File: config.mk
export PLATFORM = sky130hd
export DESIGN_NAME = mi3_queue
export DESIGN_NICKNAME = d
export VERILOG_FILES = /design/src/rtl/mi3_pkg.sv /design/src/rtl/mi3_queue.sv
export SDC_FILE = /design/constraint.sdc
export NUM_CORES = 1
export LEC_CHECK = 0
export BUFFER_PORTS_ARGS = -buffer_cell sky130_fd_sc_hd__buf_2
export CORE_AREA = 2 2 530 532
export CTS_CLUSTER_SIZE = 24
export DETAILED_ROUTE_END_ITERATION = 10
export DIE_AREA = 0 0 532 534
export SLEW_MARGIN = 20
export SYNTH_ARGS = -nofsm -noshare
export SYNTH_HDL_FRONTEND = slang
export SYNTH_SLANG_ARGS = --single-unit
File: constraint.sdc
create_clock -name clk_i -period 37.2 [get_ports clk_i]
set_clock_uncertainty 0.2 [all_clocks]
set_input_delay 3.72 -clock clk_i [delete_from_list [all_inputs] [get_ports clk_i]]
set_output_delay 3.72 -clock clk_i [all_outputs]
set_load 0.01 [all_outputs]
File: src/rtl/mi3_pkg.sv
// Shared constants, cofactor index table and the queue transaction type
// of the 3x3 matrix inverse unit. No dependencies.
package mi3_pkg;

  localparam int FRAC_BITS = 16;
  localparam int DATA_W    = 32;
  localparam int NUM_ENT   = 9;
  localparam int ADJ_W     = 64;                  // cofactor magnitude
  localparam int DET_W     = 96;                  // determinant magnitude
  localparam int QW        = 32;                  // quotient bits kept
  localparam int REM_W     = DET_W + QW;          // divider remainder width
  localparam int SHIFT     = 2 * FRAC_BITS;

  // Cofactor i = m[CF[i][0]]*m[CF[i][1]] - m[CF[i][2]]*m[CF[i][3]]
  localparam int unsigned CF [NUM_ENT][4] = '{
    '{4, 8, 7, 5}, '{2, 7, 1, 8}, '{1, 5, 2, 4},
    '{5, 6, 3, 8}, '{0, 8, 2, 6}, '{3, 2, 0, 5},
    '{3, 7, 6, 4}, '{6, 1, 0, 7}, '{0, 4, 3, 1}
  };

  // One classified matrix handed from front to back
  typedef struct packed {
    logic                              sing;
    logic                              dneg;
    logic [DET_W-1:0]                  dmag;
    logic [NUM_ENT-1:0]                adj_neg;
    logic [NUM_ENT-1:0][ADJ_W-1:0]     adj_mag;
  } mi3_job_t;

endpackage

File: src/rtl/mi3_queue.sv
// Two-entry transaction queue between front and back end.
// Depends on mi3_pkg.
module mi3_queue (
  input  logic              clk_i,
  input  logic              rst_ni,
  input  logic              push_i,
  input  mi3_pkg::mi3_job_t job_i,
  output logic              full_o,
  output logic              pop_o,
  output mi3_pkg::mi3_job_t job_o
);
  import mi3_pkg::*;

  mi3_job_t   mem_q [2];
  logic       wr_q, rd_q;
  logic [1:0] cnt_q;

  assign full_o = (cnt_q == 2'd2);
  assign pop_o  = (cnt_q != 2'd0);
  assign job_o  = mem_q[rd_q];

  // Track pointers and fill level; the back end drains every cycle
  always_ff @(posedge clk_i or negedge rst_ni) begin
    if (!rst_ni) begin
      wr_q  <= 1'b0;
      rd_q  <= 1'b0;
      cnt_q <= 2'd0;
    end else begin
      if (push_i) wr_q <= !wr_q;
      if (pop_o)  rd_q <= !rd_q;
      cnt_q <= cnt_q + 2'(push_i) - 2'(pop_o);
    end
  end

  // Store transaction
  always_ff @(posedge clk_i) begin
    if (push_i) mem_q[wr_q] <= job_i;
  end

endmodule

==> flow_summary.toml <==
[pwr]
swShare = 0.315
combPwrFrac = 0.292
p_leak_nw = 23.5
clkPwrFrac = 0.290
p_seq_frac = 0.418
power.density_mw_per_mm2 = 76.9
vdd_drop_max_uv = 61.9
p_sw_mw = 1.59
p_total_mw = 5.05
p_int_mw = 3.46

[timing]
worst_slew_pin_slew_ns = 1.07
post-route-min-period_ns = 9.96
worst_slew_margin_rel = 0.289
finalCritPeriodShare = 0.268
worst_slack_ns = 27.24
hold_violations = 0
holdWs_ns = 0.344
finalSetupViolCount = 0
tns_ns = 0
rsz0062_at_grt = "no"
drv_slew = 0
fmax_mhz = 100

[drt]
wl_per_cell_um = 23.8
remaining_drc_errors = 0
drtIter0Drc = 1937
num_vias = 27461
wl_mm = 179
viasPerCell = 3.65
drt_pre_antenna_iters = 5
postRouteAntennaNets = 0

[yosys]
netlist_area_mm2 = 0.0498
ys_seq_area_frac = 0.826
avgSynthCellArea_um2 = 23.3
synth_top_area_frac = 0.824
synthTopCellsByArea = "edfxtp_1 82%, mux2_2 15%, buf_6 0.99%"
ys_seq_elements = 1370
ys_warn_count = 0
syn_inst = 2139
synth.largest_area_cell = "edfxtp_1"
synth_nets = 2826
synth_cell_types = 13

[critical_path]
crit_required_ns = 33.28
cpPeakStageDelay_ns = 0.82
cpMostUsedCell = "buf_4"
path_class = "register to primary output"
startpoint_type = "register"
cp_max_fo = 118
worstPathArrival_ns = 6.04
r2r_slack_ns = 30.85
cp-end-kind = "primary output"
crit_chain = "buf_4 -> buf_4 -> buf_4 -> buf_12 -> buf_4 -> mux2_2 -> buf_2"
r2r_cells = 7
rr_startpoint = "wr_q"
timing.rr.end = "mem_q[0][524]"
critPathSlowestCell = "dfrtp_4"

[global_route]
grt_pass1_vias = 27869
grt_usage = 0.121
grt_pass1_wl_mm = 237
grt_max_degree = 132
gr-total-overflow = 0
antenna_found_initial = 202

[die]
rows = 194
die_y_um = 534
start_util = 0.179
pin_count = 1371
dieArea_mm2 = 0.284
coreArea_mm2 = 0.278
die-width_um = 532

[placed_design]
placed_area_mm2 = 0.0607
post-dp-hpwl_mm = 141
gp_congestion = 0.923
dp_slack_ns = 27.29
dp.cells = 7190
portBuffers = 1370

[cts]
postCtsSetupRepairBufs = 0
cts_max_level = 4
tritoncts = "built"
post_cts_resized = 0
cts_max_path_buffers = 4
path_clk_slew_ns = 0.06
worstSkewPairLatency_ns = 0.80
postCtsHoldBufs = 0
cts_buffers = 156
cts_root_buffer = "clkbuf_16"
cts_sinks = 1370

[worst_hold_path]
hold_path_end = "wr_q"
whs_path_depth = 1
hold_path_class = "register to register"
hold_path_startpoint = "wr_q"

[job]
cap_violations = 0

[outcome]
outcome = "completed"

[final_layout]
final_cells = 7517
drive_above_1_share = 0.617
area_growth_pct = 31.9
final_area_mm2 = 0.0657
fillers = 28871
finalNetCount = 4311
final_util = 0.236
flip-flops by register name (all words and copies together) (netlist names):
register,count
mem_q,1366
wr_q,1
rd_q,1
cnt_q,2
cells in the final DEF, fill, tap and decap left out, types with 3 or more instances in the layout:
cell,n
bufinv_16,6
clkinvlp_4,7
clkinv_1,37
diode_2,50
dfrtp_1,3
clkinv_4,3
buf_4,30
clkbuf_16,159
inv_6,8
mux2_2,683
clkinv_2,26
clkbuf_1,21
inv_16,3
buf_2,1370
edfxtp_1,1366
clkinv_8,5
per-layer routing:
metal / global-route usage / part of all wire
met1: 0.137 / 0.37
met2: 0.190 / 0.45
met3: 0.0656 / 0.13
met4: 0.0460 / 0.039
met5: 0 / 0.0039
cell families after synthesis:
| kind of cell | synth area share |
|---|---|
| muxes | 0.154 |
| adders and majority gates | 0.000251 |
| DFF | 0.826 |
| and+or+nand+nor | 0.000704 |
| buffers and inverters | 0.0184 |
| xor gates and xnor gates | 0.000528 |
final cells by class:
| type | instances | area, um2 | area share |
|---|---|---|---|
| Antenna cell | 50 | 125 | 0.00191 |
| Clock buffer | 180 | 4060 | 0.0618 |
| Clock inverter | 97 | 800 | 0.0122 |
| Multi-Input combinational cell | 693 | 7770 | 0.118 |
| Sequential cell | 1370 | 41100 | 0.626 |
| Tap cell | 3724 | 4660 | 0.0709 |
| Timing Repair Buffer | 1403 | 7130 | 0.109 |
power by group through the flow:
stage	combinational (mW)	sequential, mW	clock, mW
2_1_floorplan	0.892	2.45	0
3_3_place_gp	1.50	2.14	0
3_5_place_dp	1.51	2.15	0
4_1_cts	1.52	2.12	1.51
5_1_grt	1.58	2.14	1.57
6_report	1.48	2.11	1.46
Yosys cell counts:
cell type and number:
edfxtp_1 1366, buf_6 44, dfrtp_1 4, clkbuf_8 30
buf_2 2, nor2b_1 3, or2_2 1, ha_1 1
xnor2_1 1, xor2_1 2, mux2_2 683, nand2_1 1
and2_1 1
critical path, delay by kind of cell, from the launching register on:
kind     cells  cell delay (ns)
mux          1             0.43
flops        1             0.82
buf+inv      6             3.54
worst max-delay path by stage:
stage	startpoint	endpoint
2_1_floorplan	push_i	mem_q[0][0]
3_3_place_gp	push_i	mem_q[0][366]
3_5_place_dp	push_i	mem_q[0][366]
4_1_cts	rd_q	job_o[524]
5_1_grt	rd_q	job_o[524]
6_report	rd_q	job_o[524]
Note: power is estimated with default switching activity, not from simulation.
